File: src/design/tmzi_pkg.sv
`default_nettype none
// ----------------------------------------------------------------------------
// tmzi_pkg: shared types and constants
// Transaction payloads, vertex record, queue entry and divider stage record.
// ----------------------------------------------------------------------------
package tmzi_pkg;

    localparam int FRAC_W      = 16;
    localparam int QUEUE_DEPTH = 4;
    localparam int QCNT_W      = 3;
    localparam logic [FRAC_W-1:0] FRAC_HALF = 16'h8000;

    typedef struct packed {
        logic               command;
        logic [11:0]        vertex_index;
        logic signed [15:0] coord_x;
        logic signed [15:0] coord_y;
        logic signed [15:0] coord_z;
        logic signed [15:0] field_value;
        logic               value_valid;
        logic [11:0]        corner_a;
        logic [11:0]        corner_b;
        logic [11:0]        corner_c;
    } item_t;

    typedef struct packed {
        logic [15:0]        segment_number;
        logic signed [15:0] start_x;
        logic signed [15:0] start_y;
        logic signed [15:0] start_z;
        logic signed [15:0] end_x;
        logic signed [15:0] end_y;
        logic signed [15:0] end_z;
    } result_t;

    typedef struct packed {
        logic signed [15:0] x;
        logic signed [15:0] y;
        logic signed [15:0] z;
        logic signed [15:0] val;
        logic               ok;
    } vertex_t;

    // point source: crossing on an edge, or a stored corner
    typedef enum logic [2:0] {
        SEL_AB = 3'd0,
        SEL_AC = 3'd1,
        SEL_BC = 3'd2,
        SEL_A  = 3'd3,
        SEL_B  = 3'd4,
        SEL_C  = 3'd5
    } sel_t;

    typedef struct packed {
        vertex_t a;
        vertex_t b;
        vertex_t c;
        sel_t    s0;
        sel_t    s1;
    } tri_t;

    typedef struct packed {
        logic [16:0]       rem;
        logic [FRAC_W-1:0] quo;
        logic [15:0]       den;
        logic              mid;
    } div_t;

endpackage
`default_nettype wire

File: src/design/tmzi_queue.sv
`default_nettype none
// ----------------------------------------------------------------------------
// tmzi_queue: short queue between classification and arithmetic
// Holds classified triangles so either side can stall on its own.
// ----------------------------------------------------------------------------
module tmzi_queue (
    input  wire logic                           clk,
    input  wire logic                           rst_n,
    input  wire logic                           push,
    input  wire tmzi_pkg::tri_t                 push_data,
    input  wire logic                           pop,
    output tmzi_pkg::tri_t                      head,
    output logic                                not_empty,
    output logic [tmzi_pkg::QCNT_W-1:0]         level
);

    localparam int PW = $clog2(tmzi_pkg::QUEUE_DEPTH);

    tmzi_pkg::tri_t                 slot_reg [tmzi_pkg::QUEUE_DEPTH];
    logic [PW-1:0]                  wr_ptr_reg, rd_ptr_reg;
    logic [tmzi_pkg::QCNT_W-1:0]    level_reg, level_next;

    always_ff @(posedge clk)
    begin
        if (push)
            slot_reg[wr_ptr_reg] <= push_data;
    end

    always_comb
    begin
        level_next = level_reg;
        if (push && !pop)
            level_next = level_reg + 1'b1;
        else if (pop && !push)
            level_next = level_reg - 1'b1;
    end

    always_ff @(posedge clk or negedge rst_n)
    begin
        if (!rst_n)
        begin
            wr_ptr_reg <= '0;
            rd_ptr_reg <= '0;
            level_reg  <= '0;
        end
        else
        begin
            if (push)
                wr_ptr_reg <= wr_ptr_reg + 1'b1;
            if (pop)
                rd_ptr_reg <= rd_ptr_reg + 1'b1;
            level_reg <= level_next;
        end
    end

    assign head      = slot_reg[rd_ptr_reg];
    assign not_empty = level_reg != '0;
    assign level     = level_reg;

    a_no_overflow: assert property (@(posedge clk) disable iff (!rst_n)
        (level_reg == tmzi_pkg::QCNT_W'(tmzi_pkg::QUEUE_DEPTH)) |-> (!push || pop))
        else $error("queue push while full");
    a_no_underflow: assert property (@(posedge clk) disable iff (!rst_n)
        pop |-> not_empty)
        else $error("queue pop while empty");
    a_level_bound: assert property (@(posedge clk) disable iff (!rst_n)
        level_reg <= tmzi_pkg::QCNT_W'(tmzi_pkg::QUEUE_DEPTH))
        else $error("queue level out of range");
    a_level_step: assert property (@(posedge clk) disable iff (!rst_n)
        (push && !pop) |=> (level_reg == $past(level_reg) + 1'b1))
        else $error("queue level did not follow push");

endmodule
`default_nettype wire

File: config.mk
export PLATFORM = sky130hd
export DESIGN_NAME = tmzi_queue
export DESIGN_NICKNAME = d
export VERILOG_FILES = /design/src/design/tmzi_pkg.sv /design/src/design/tmzi_queue.sv
export SDC_FILE = /design/constraint.sdc
export NUM_CORES = 1
export LEC_CHECK = 0
export ABC_CLOCK_PERIOD_IN_PS = 5800
export BUFFER_PORTS_ARGS = -buffer_cell sky130_fd_sc_hd__buf_2
export CAP_MARGIN = 20
export CORE_MARGIN = 4
export CORE_UTILIZATION = 51
export DETAILED_ROUTE_END_ITERATION = 7
export GPL_TIMING_DRIVEN = 0
export PLACE_DENSITY_LB_ADDON = 0.15
export SETUP_SLACK_MARGIN = 0.4
export SLEW_MARGIN = 20
export SYNTH_ARGS = -nofsm -noshare
export SYNTH_HDL_FRONTEND = slang
export SYNTH_SLANG_ARGS = --single-unit
File: constraint.sdc
create_clock -name clk -period 5.8 [get_ports clk]
set_input_delay 0.29 -clock clk [delete_from_list [all_inputs] [get_ports clk]]
set_output_delay 0.29 -clock clk [all_outputs]
set_load 0.02 [all_outputs]
## After elaboration in Yosys (flattened, before gate mapping)

Memories as Yosys holds them, arrays and structs flattened.
Index checks and enable logic that the tools add are counted.

- Register bits after elaboration: 7
- Memory bits (writable): 804
- Bits of input ports: 205
- Output and inout bits: 205
- Logic and storage cells: 18
- Memories kept: 1

Memory list:

| memory | depth | width | rd ports | clocked after memory_dff | write ports | line | text |
|---|---|---|---|---|---|---|---|
| slot_reg | 4 | 201 | 1 | 0 | 1 | tmzi_queue.sv:19 | `tmzi_pkg::tri_t slot_reg [tmzi_pkg::QUEUE_DEPTH];` |

- Add/subtract/negate cells: 4
- Multiplexer cells: 4
- Reduce and logical (&&, ||, !) cells: 6

Operators by type and width:

| operator | count |
|---|---|
| 3-bit 2-to-1 mux | 2 |
| 2-bit by 1-bit adder with 2-bit output, second input constant | 2 |
| 3-bit by 1-bit adder with 3-bit output, second input constant | 1 |
| 3-bit nonzero test | 1 |
| 3-bit by 1-bit subtractor with 3-bit output, second input constant | 1 |
| 1-bit logical AND | 2 |
| 1-bit zero test | 2 |
| 1-bit 2-to-1 mux | 2 |
| 2-bit nonzero test | 1 |

## Logic depth before layout (Yosys ltp)

Gate-level depths: netlist of the first run.

- Word-level depth: 4
- Gate-level depth with buffers: 7
- Mapped depth without buffers: 7

## Worst setup path after synthesis of the first run

OpenSTA, ideal clock, no wires.

- Path type: flip-flop to flip-flop
- From: register wr_ptr_reg[0]
- To: memory slot_reg[2][0] in the netlist's numbering, enable pin
- Arrival time: 5.192 ns
- Required time: 5.215 ns
- Setup slack: 0.023 ns
- Cell stages (with the launch flop): 4
- Path through: dfrtp_1 -> inv_1 -> ha_1 -> and2_1

RTL lines:

| what | line | text |
|---|---|---|
| start, declared | tmzi_queue.sv:20 | `logic [PW-1:0] wr_ptr_reg, rd_ptr_reg;` |
| start signal, assigned | tmzi_queue.sv:49 | `wr_ptr_reg <= wr_ptr_reg + 1'b1;` |
| end, declared | tmzi_queue.sv:19 |  |

Straight into the memory's write port.

==> results of run 1 <==
==> how the worst min path moves through the flow <==
stage	from	end	slack, ps	cells past startpoint
after global routing	rst_n	level[0]	70	2
final	rst_n	level[0]	90	2
after detailed placement	rst_n	level[2]	130	1
after CTS	rst_n	level[0]	40	2
after global placement	rst_n	level[2]	130	1
after floorplan	rst_n	level[0]	-6	0
==> power breakdown <==
group / switching (uW) / internal, uW / leakage [uW]
combinational: 3780 / 2600 / 0.00428
sequential: 221 / 7640 / 0.00747
clock: 2060 / 2860 / 0.00120
total: 6060 / 13100 / 0.0129
==> worst max-delay path, cell delays in order, from the launching register on <==
cell	delay [ps]
dfrtp_1	390
clkbuf_1	700
buf_2	430
mux4_2	380
buf_2	200
==> what timing repair did <==
item                                    in CTS  in global routing
gates resized for setup                      0                  0
hold buffers                               204                  0
hold endpoints to repair                   814                  0
endpoints found under the setup margin       0                  0
==> per-stage QoR <==
| stage | setup slack [ps] | hold WS (ps) | utilization (%) | cell area, um2 | cells |
|---|---|---|---|---|---|
| global route | 2589 | 71.91 | 66.08 | 37480 | 2625 |
| global placement | 192.0 | 131.4 | 57.14 | 32400 | 2248 |
| finish | 2801 | 86.33 | 66.10 | 37490 | 2628 |
| detailed placement | 3287 | 134.0 | 58.02 | 32910 | 2268 |
| CTS | 2626 | 42.38 | 66.05 | 37460 | 2618 |
| floorplan | 2276 | -5.591 | - | 29410 | 1083 |
==> logic make-up (layout without fill, tap and decap cells) <==
family	Yosys count	after routing	share of synthesized area, %
xor gates and xnor gates	6	6	0.1787
muxes	202	202	15.43
buffers and inverters	49	828	1.247
DFF	811	811	82.70
AOI/OAI and AO/OA	1	1	0.01700
adders and majority gates	6	6	0.2808
other	0	10	0
and+or+nand+nor	8	8	0.1447
==> cell usage in the layout (no fill, tap or decap), drive strengths merged <==
master,synthesis,final
ha,5,5
buf,42,471
dlygate4sd3,0,204
bufinv,0,5
nor2,1,1
dfrtp,7,7
fa,1,1
diode,0,10
mux4,201,201
nand2,2,2
clkbuf,3,109
mux2,1,1
xnor2,2,2
and2,4,4
clkinvlp,0,7
clkinv,0,26
edfxtp,804,804
inv,4,6
or3,1,1
xor2,4,4
o21ai,1,1
==> final cells by class <==
cell class / count / share of cell area (%)
Sequential cell: 811 / 64.87
Antenna cell: 10 / 0.06676
Multi-Input combinational cell: 223 / 12.62
Timing Repair Buffer: 633 / 12.24
Tap cell: 756 / 2.523
Buffer: 45 / 0.9379
Clock buffer: 106 / 5.794
Inverter: 4 / 0.04005
Clock inverter: 40 / 0.9079
==> per-layer routing <==
metal / up-vias / share of wire [%]
met5: - / 0.067
met4: 6 / 2.6
met3: 109 / 7.6
met2: 409 / 50
met1: 7372 / 40
li1: 6194 / -
==> flow_summary.json, run 1 <==
{
  "regArea_um2": 24320,
  "hold_viol_final": 0,
  "grt_overflow": 0,
  "fin_crit_sh_pct": 51.71,
  "ant_nets": 0,
  "die_area_um2": 61560,
  "totalPowerFinal_uw": 19160,
  "hp-class": "in -> async",
  "rows": 87,
  "place.gp.congestion": 0.7070,
  "track_usage_pct": 20.01,
  "crit_type": "reg -> out",
  "area_delta_synth_final_pct": 27.48,
  "timing.rr.end": "slot_reg[0][118]",
  "cts_tree": "done",
  "r2r_start": "wr_ptr_reg[0]",
  "grt_util_met1_pct": 26.50,
  "die_y_um": 248.1,
  "fillCellCount": 3707,
  "cts.sinks": 811,
  "endpoint": "head[32]",
  "synthTopCellsByCount": "edfxtp_1 (804), mux4_2 (201), buf_2 (20), buf_6 (19), dfrtp_1 (7)",
  "cts_max_path_buffers": 3,
  "fin_nets": 2010,
  "yosysSeqAreaShare_pct": 82.70,
  "grt_busiest_layer": "met2",
  "drive_gt1_share_pct": 42.11,
  "core_area_um2": 56710,
  "period_minus_slack_ps": 2999,
  "multi_input_area_um2": 4731,
  "postCtsSetupRepairBufs": 0,
  "finalSetupViolations": 0,
  "initial_utilization_pct": 51.85,
  "drt_iter0_drc": 771,
  "io_pins": 410,
  "cp.required_ps": 5510,
  "syn_nets": 1294,
  "wl_per_cell_um": 23.26,
  "numCtsBuffers": 81,
  "skew_ps": 15.68,
  "viasPerCell": 5.361,
  "clk_latency_ps": 600,
  "io_buffers": 409,
  "drt-total-wl_mm": 61.13,
  "ys.flop_type": "edfxtp_1",
  "die_x_um": 248.1,
  "grt_use_met2_pct": 32.76,
  "crit_path_start_kind": "flop",
  "worstMarginPinSlew_ps": 912.3,
  "syn_inst": 1083,
  "grt_max_degree": 45,
  "reg2reg_slack_ps": 3510,
  "ys_ff_latch": 811,
  "critical_path.startpoint": "rd_ptr_reg[1]",
  "use_met3_pct": 6.189,
  "cap_violations": 0,
  "async_flop_share_pct": 0.8631,
  "synthDistinctLibCells": 20,
  "first_pass_iters": 4,
  "peakVddDrop_mv": 0.3369,
  "crit_fanout": 10,
  "antenna_found_initial": 11,
  "setup_tns_ps": 0,
  "dp_hpwl_mm": 39.06,
  "crit_arrival_ps": 2710,
  "largest_reg_flops": 804,
  "relSlewSlack_pct": 39.18,
  "cellPowerDensity_nw_per_um2": 511.2,
  "synth_edf_count": 804,
  "rsz0062_at_grt": "no",
  "grt_pass1_wl_mm": 92.07,
  "synth.most_common_cell": "edfxtp_1",
  "via_count": 14090,
  "cts-root-buf": "clkbuf_16",
  "synth_warnings": 0,
  "synth.cell_area_um2": 29410,
  "rr_worst_depth": 6,
  "yosys.area.top_type_share_pct": 82.10,
  "outcome": "finished, final reports clean",
  "clkTransAtPathRegs_ps": 60,
  "cp-end-kind": "output port",
  "synth_top_cell_by_area": "edfxtp_1",
  "avgSynthCellArea_um2": 27.15,
  "drc_errors": 0,
  "cts_max_level": 3,
  "leakagePower_uw": 0.01295,
  "grt_pass1_vias": 15190,
  "finalMaxSlewViolations": 0,
  "synthTopCellsByArea": "edfxtp_1 (82%), mux4_2 (15%), buf_6 (0.73%)",
  "fmax_mhz": 333.5
}
Note: power is estimated with default switching activity, not from simulation.
==> run 2, diff against run 1 <==
- ABC_CLOCK_PERIOD_IN_PS: 5800 -> 2700
- clock period: 5.8 -> 2.7 ns (I/O delays scaled with it)
==> run 2 against run 1 <==
Net effect:
- combinational power increased by 120%
- non-clock buffer count increased by 3
- via count down 0.43%
- critical endpoint is now head[113]
- final cell count increased by 0.15%
- core utilization increased by 0.60 points
- setup slack worse by 2500 ps
- largest cell class unchanged
- die area stayed put
- sequential power grew 120%
==> flow_summary.json, run 2 (synthesized netlist as in run 1, its figures left out) <==
{
  "clkTransAtPathRegs_ps": 60,
  "finalMaxSlewViolations": 0,
  "skew_ps": 16.19,
  "cellPowerDensity_nw_per_um2": 1109,
  "totalPowerFinal_uw": 41960,
  "die_x_um": 248.1,
  "drc_errors": 0,
  "cap_violations": 0,
  "rsz0062_at_grt": "yes",
  "final_cell_mix": "edfxtp_1 (804), buf_2 (411), dlygate4sd3_1 (205), mux4_2 (201), clkbuf_16 (83)",
  "cp-end-kind": "output port",
  "relSlewSlack_pct": 55.67,
  "fin_nets": 2015,
  "finalSetupViolations": 0,
  "outcome": "finished, final reports clean",
  "wl_per_cell_um": 23.12,
  "grt_pass1_vias": 15100,
  "drt_iter0_drc": 801,
  "io_pins": 410,
  "worstMarginPinSlew_ps": 664.9,
  "crit_path_start_kind": "flop",
  "die_y_um": 248.1,
  "fmax_mhz": 419.7,
  "cts-root-buf": "clkbuf_16",
  "leakagePower_uw": 0.01313,
  "core_area_um2": 56710,
  "grt_overflow": 0,
  "peakVddDrop_mv": 0.8055,
  "drt-total-wl_mm": 60.85,
  "crit_chain": "buf_6 -> buf_12 -> buf_8 -> mux4_2 -> buf_2",
  "rows": 87,
  "crit_path_max_incr_delay_ps": 530,
  "dp_hpwl_mm": 38.42,
  "path_delay_family": "buffers and inverters",
  "rr_worst_depth": 4,
  "r2r_start": "wr_ptr_reg[0]",
  "place.gp.congestion": 0.7110,
  "drive_gt1_share_pct": 42.73,
  "cts_tree": "done",
  "grt_max_degree": 46,
  "cts.sinks": 811,
  "holdPathStages": 2,
  "hp-class": "in -> reg",
  "die_area_um2": 61560,
  "via_count": 14030,
  "initial_utilization_pct": 51.85,
  "fin_area_um2": 37830,
  "viasPerCell": 5.330,
  "critPathBufInv": 4,
  "ant_nets": 0,
  "cts_max_level": 3,
  "period_minus_slack_ps": 2383,
  "hold_path_end": "slot_reg[1][157]",
  "clk_latency_ps": 620,
  "first_pass_iters": 4,
  "reg2reg_slack_ps": 560,
  "area_delta_synth_final_pct": 28.63,
  "cp.required_ps": 2570,
  "largest_reg_flops": 804,
  "crit_slowest_cell": "mux4_2",
  "placed_area_um2": 32890,
  "fin_crit_sh_pct": 88.25,
  "crit_fanout": 10,
  "min_from": "push_data[157]",
  "io_buffers": 409,
  "grt_pass1_wl_mm": 91.62,
  "crit_arrival_ps": 2250,
  "fillCellCount": 3668,
  "numCtsBuffers": 83,
  "crit_type": "reg -> out",
  "track_usage_pct": 19.97,
  "hold_viol_final": 0,
  "timing.rr.end": "slot_reg[3][95]",
  "cts_max_path_buffers": 3,
  "final_common_cell": "edfxtp_1",
  "antenna_found_initial": 6
}
-- run 2: where the power goes --
group | total, uW | internal (uW) | switching (uW)
Sequential | 16900 | 16400 | 481
Combinational | 14100 | 5950 | 8140
Clock | 11000 | 6360 | 4600
Total | 42000 | 28700 | 13200
-- run 2: area by class of cell --
class	count	area, um2	share of cell area (%)
antenna	6	15.01	0.03969
multi-input combinational	223	4731	12.51
timing repair buffer	636	4607	12.18
buffer	45	555.5	1.469
inverter	4	15.01	0.03969
clock buffer	96	2126	5.620
sequential	811	24320	64.29
clock inverter	55	511.7	1.353
tap	756	945.9	2.501
-- run 2: per-layer routing --
metal | GRT usage (%) | vias up | share of wire, %
met5 | 0 | - | 0.021
met4 | 5.989 | 2 | 2.3
met3 | 6.136 | 82 | 8.2
met2 | 32.37 | 437 | 50
met1 | 26.63 | 7324 | 39
li1 | - | 6184 | -
-- run 2: worst reg2reg max path, cell delays in order (launching register included) --
cell and delay, ps:
dfrtp_1 410, ha_1 170, and2_4 560, buf_16 330
buf_16 300
-- run 2: worst max path at each step --
| stage | startpoint | end | slack, ps | cells after the start |
|---|---|---|---|---|
| after CTS | rd_ptr_reg[0] | head[108] | 270 | 5 |
| after global routing | rd_ptr_reg[0] | head[89] | 230 | 5 |
| final | rd_ptr_reg[0] | head[113] | 320 | 5 |
| after global placement | wr_ptr_reg[0] | slot_reg[0][84] | -980 | 3 |
| after floorplan | wr_ptr_reg[0] | slot_reg[2][0] | 230 | 3 |
| after detailed placement | rd_ptr_reg[1] | head[38] | 360 | 4 |
-- run 2: repair_timing --
item | in CTS | in global routing
buffers inserted | 1 | 2
endpoints found under the setup margin | 201 | 198
endpoints found under the hold margin | 816 | 0
gates resized for setup | 43 | 16
cloned | 0 | 0
hold buffers | 205 | 0
-- run 2: per-stage QoR --
stage	TNS, ps	util, %	std cells	hold WS (ps)	setup WS, ps
after floorplan	0	-	1083	-160.6	229.8
after global routing	0	66.68	2629	239.0	232.6
after global placement	-741400	57.14	2248	-25.50	-976.3
after detailed placement	0	58.00	2267	-23.47	357.2
final	0	66.70	2632	257.4	317.3
after CTS	0	66.54	2624	203.0	269.3
==> run 3, diff against run 2 <==
- BUFFER_PORTS_ARGS: -buffer_cell sky130_fd_sc_hd__buf_2 -> unset
- CORE_UTILIZATION: 51 -> 45
- DONT_BUFFER_PORTS: unset -> 1
==> run 3 against run 2 <==
Net effect:
- non-clock buffer count fell by 398
- via count fell by 10%
- sequential share of layout area rose by 2.9 points
- register-to-register slack got worse by 20 ps
- count of clock-buffer cells in the layout rose by 7
- highest routed layer unchanged
==> flow_summary.json, run 3 (synthesized netlist as in run 1, its figures left out) <==
{
  "outcome": "finished, final reports clean",
  "rsz0062_at_grt": "yes",
  "die_x_um": 263.6,
  "viasPerCell": 5.382,
  "rr_worst_depth": 6,
  "initial_utilization_pct": 45.53,
  "cts.sinks": 811,
  "fin_nets": 1619,
  "hold_viol_final": 0,
  "r2r_start": "wr_ptr_reg[0]",
  "ant_nets": 0,
  "core_area_um2": 64580,
  "pwr-share-clk_pct": 27.2,
  "grt_pass1_vias": 13500,
  "final_common_cell": "edfxtp_1",
  "drive_gt1_share_pct": 27.01,
  "io_pins": 410,
  "clk_latency_ps": 630,
  "grt_pass1_wl_mm": 88.80,
  "first_pass_iters": 5,
  "crit_path_start_kind": "flop",
  "period_minus_slack_ps": 2291,
  "die_area_um2": 69500,
  "via_count": 12560,
  "grt_max_degree": 44,
  "cts-root-buf": "clkbuf_16",
  "totalPowerFinal_uw": 40840,
  "min_from": "push",
  "track_usage_pct": 17.07,
  "setup_tns_ps": 0,
  "power_switching_uw": 12950,
  "hp-class": "in -> reg",
  "numCtsBuffers": 83,
  "relSlewSlack_pct": 67.48,
  "peakVddDrop_mv": 0.6932,
  "fin_crit_sh_pct": 84.87,
  "final_cell_mix": "edfxtp_1 (804), dlygate4sd3_1 (205), mux4_2 (201), clkbuf_16 (89), buf_4 (23)",
  "internal_power_uw": 27890,
  "cp.required_ps": 2570,
  "critical_path.startpoint": "rd_ptr_reg[0]",
  "clkTransAtPathRegs_ps": 60,
  "cp-end-kind": "output port",
  "area_delta_synth_final_pct": 23.03,
  "drt-total-wl_mm": 60.21,
  "wl_per_cell_um": 25.81,
  "holdPathStages": 2,
  "cts_max_path_buffers": 3,
  "power_frac_seq_pct": 41.4,
  "finalMaxSlewViolations": 0,
  "rows": 93,
  "pwr-share-comb_pct": 31.4,
  "cap_violations": 0,
  "io_buffers": 0,
  "crit_arrival_ps": 2160,
  "skew_ps": 21.79,
  "crit_fanout": 8,
  "cts_tree": "done",
  "finalSetupViolations": 0,
  "sw_frac_of_total_pct": 31.71,
  "crit_type": "reg -> out",
  "fmax_mhz": 436.4,
  "cellPowerDensity_nw_per_um2": 1129,
  "drc_errors": 0,
  "grt_overflow": 0,
  "antenna_found_initial": 11,
  "largest_reg_flops": 804,
  "drt_iter0_drc": 778,
  "fillCellCount": 4749,
  "place.gp.congestion": 0.6857,
  "die_y_um": 263.6,
  "cts_max_level": 3,
  "leakagePower_uw": 0.01164,
  "postLayoutCoreUtil_pct": 56.02,
  "worstMarginPinSlew_ps": 487.8,
  "dp_hpwl_mm": 38.27
}
==> run 3: changes by cell type in the layout (fill, tap and decap cells not counted), moves of 4 or more <==
cell,previous run,this run
buf_16,14,19
buf_2,411,0
buf_4,19,23
clkbuf_1,13,19
clkbuf_16,83,89
clkbuf_4,4,8
clkinv_1,21,17
clkinv_2,16,9
==> run 3: worst paths after layout <==
| check | to | slack (ps) |
|---|---|---|
| hold reg to reg | wr_ptr_reg[0] | 540 |
| setup / recovery | head[38] | 410 |
| max in group asynchronous | level[1] | 2000 |
| hold / removal | slot_reg[3][198] | 40 |
| setup reg to reg | slot_reg[0][89] | 540 |
| min in group asynchronous | level[2] | 430 |
==> run 3: critical path, stage by stage, from the launching register on <==
cell	delay (ps)
dfrtp_1	370
buf_12	160
clkbuf_16	210
clkbuf_16	170
mux4_2	620
==> run 3: per-stage QoR <==
step           instances  area, um2  hold WS [ps]  setup WS, ps
2_1_floorplan       1083      29420        -160.6         229.8
3_3_place_gp        1938      30490        -159.8         -1035
3_5_place_dp        1958      31010        -159.7         334.1
4_1_cts             2314      35920         6.558         345.4
5_1_grt             2331      36170         16.39         344.3
6_report            2333      36180         42.38         408.5
==> run 3: area by class of cell <==
class | count | area [um2] | area share (%)
inverters | 4 | 15.01 | 0.04150
multi-input cells | 225 | 4746 | 13.12
clock buffers | 103 | 2173 | 6.007
flip-flops and latches | 811 | 24320 | 67.22
well taps | 855 | 1070 | 2.957
repair buffers | 238 | 2765 | 7.643
plain buffers | 45 | 583.1 | 1.612
clock inverters | 44 | 488.0 | 1.349
diodes | 8 | 20.02 | 0.05533
==> run 3: metal layers <==
metal	GRT usage, %	part of all wire (%)	vias to the layer above
met3	6.551	8.7	82
met2	28.46	52	354
met5	0	0.080	-
met4	4.478	1.6	8
li1	-	-	5406
met1	21.18	38	6706
==> run 3: power by group through the flow <==
| stage | registers, uW | logic, uW | clock network (uW) |
|---|---|---|---|
| 2_1_floorplan | 17100 | 8840 | 0 |
| 4_1_cts | 16900 | 12900 | 11400 |
| 5_1_grt | 17100 | 13600 | 12000 |
| 3_5_place_dp | 17200 | 12100 | 0 |
| 6_report | 16900 | 12800 | 11100 |
| 3_3_place_gp | 17400 | 11600 | 0 |
==> run 3: timing repair <==
| item | in CTS | in global routing |
|---|---|---|
| gates resized for setup | 46 | 18 |
| endpoints found under the hold margin | 848 | 0 |
| hold buffers | 205 | 0 |
| pin swaps | 2 | 0 |
| gates cloned | 2 | 5 |
| setup buffers | 2 | 6 |
| setup endpoints to repair | 260 | 156 |
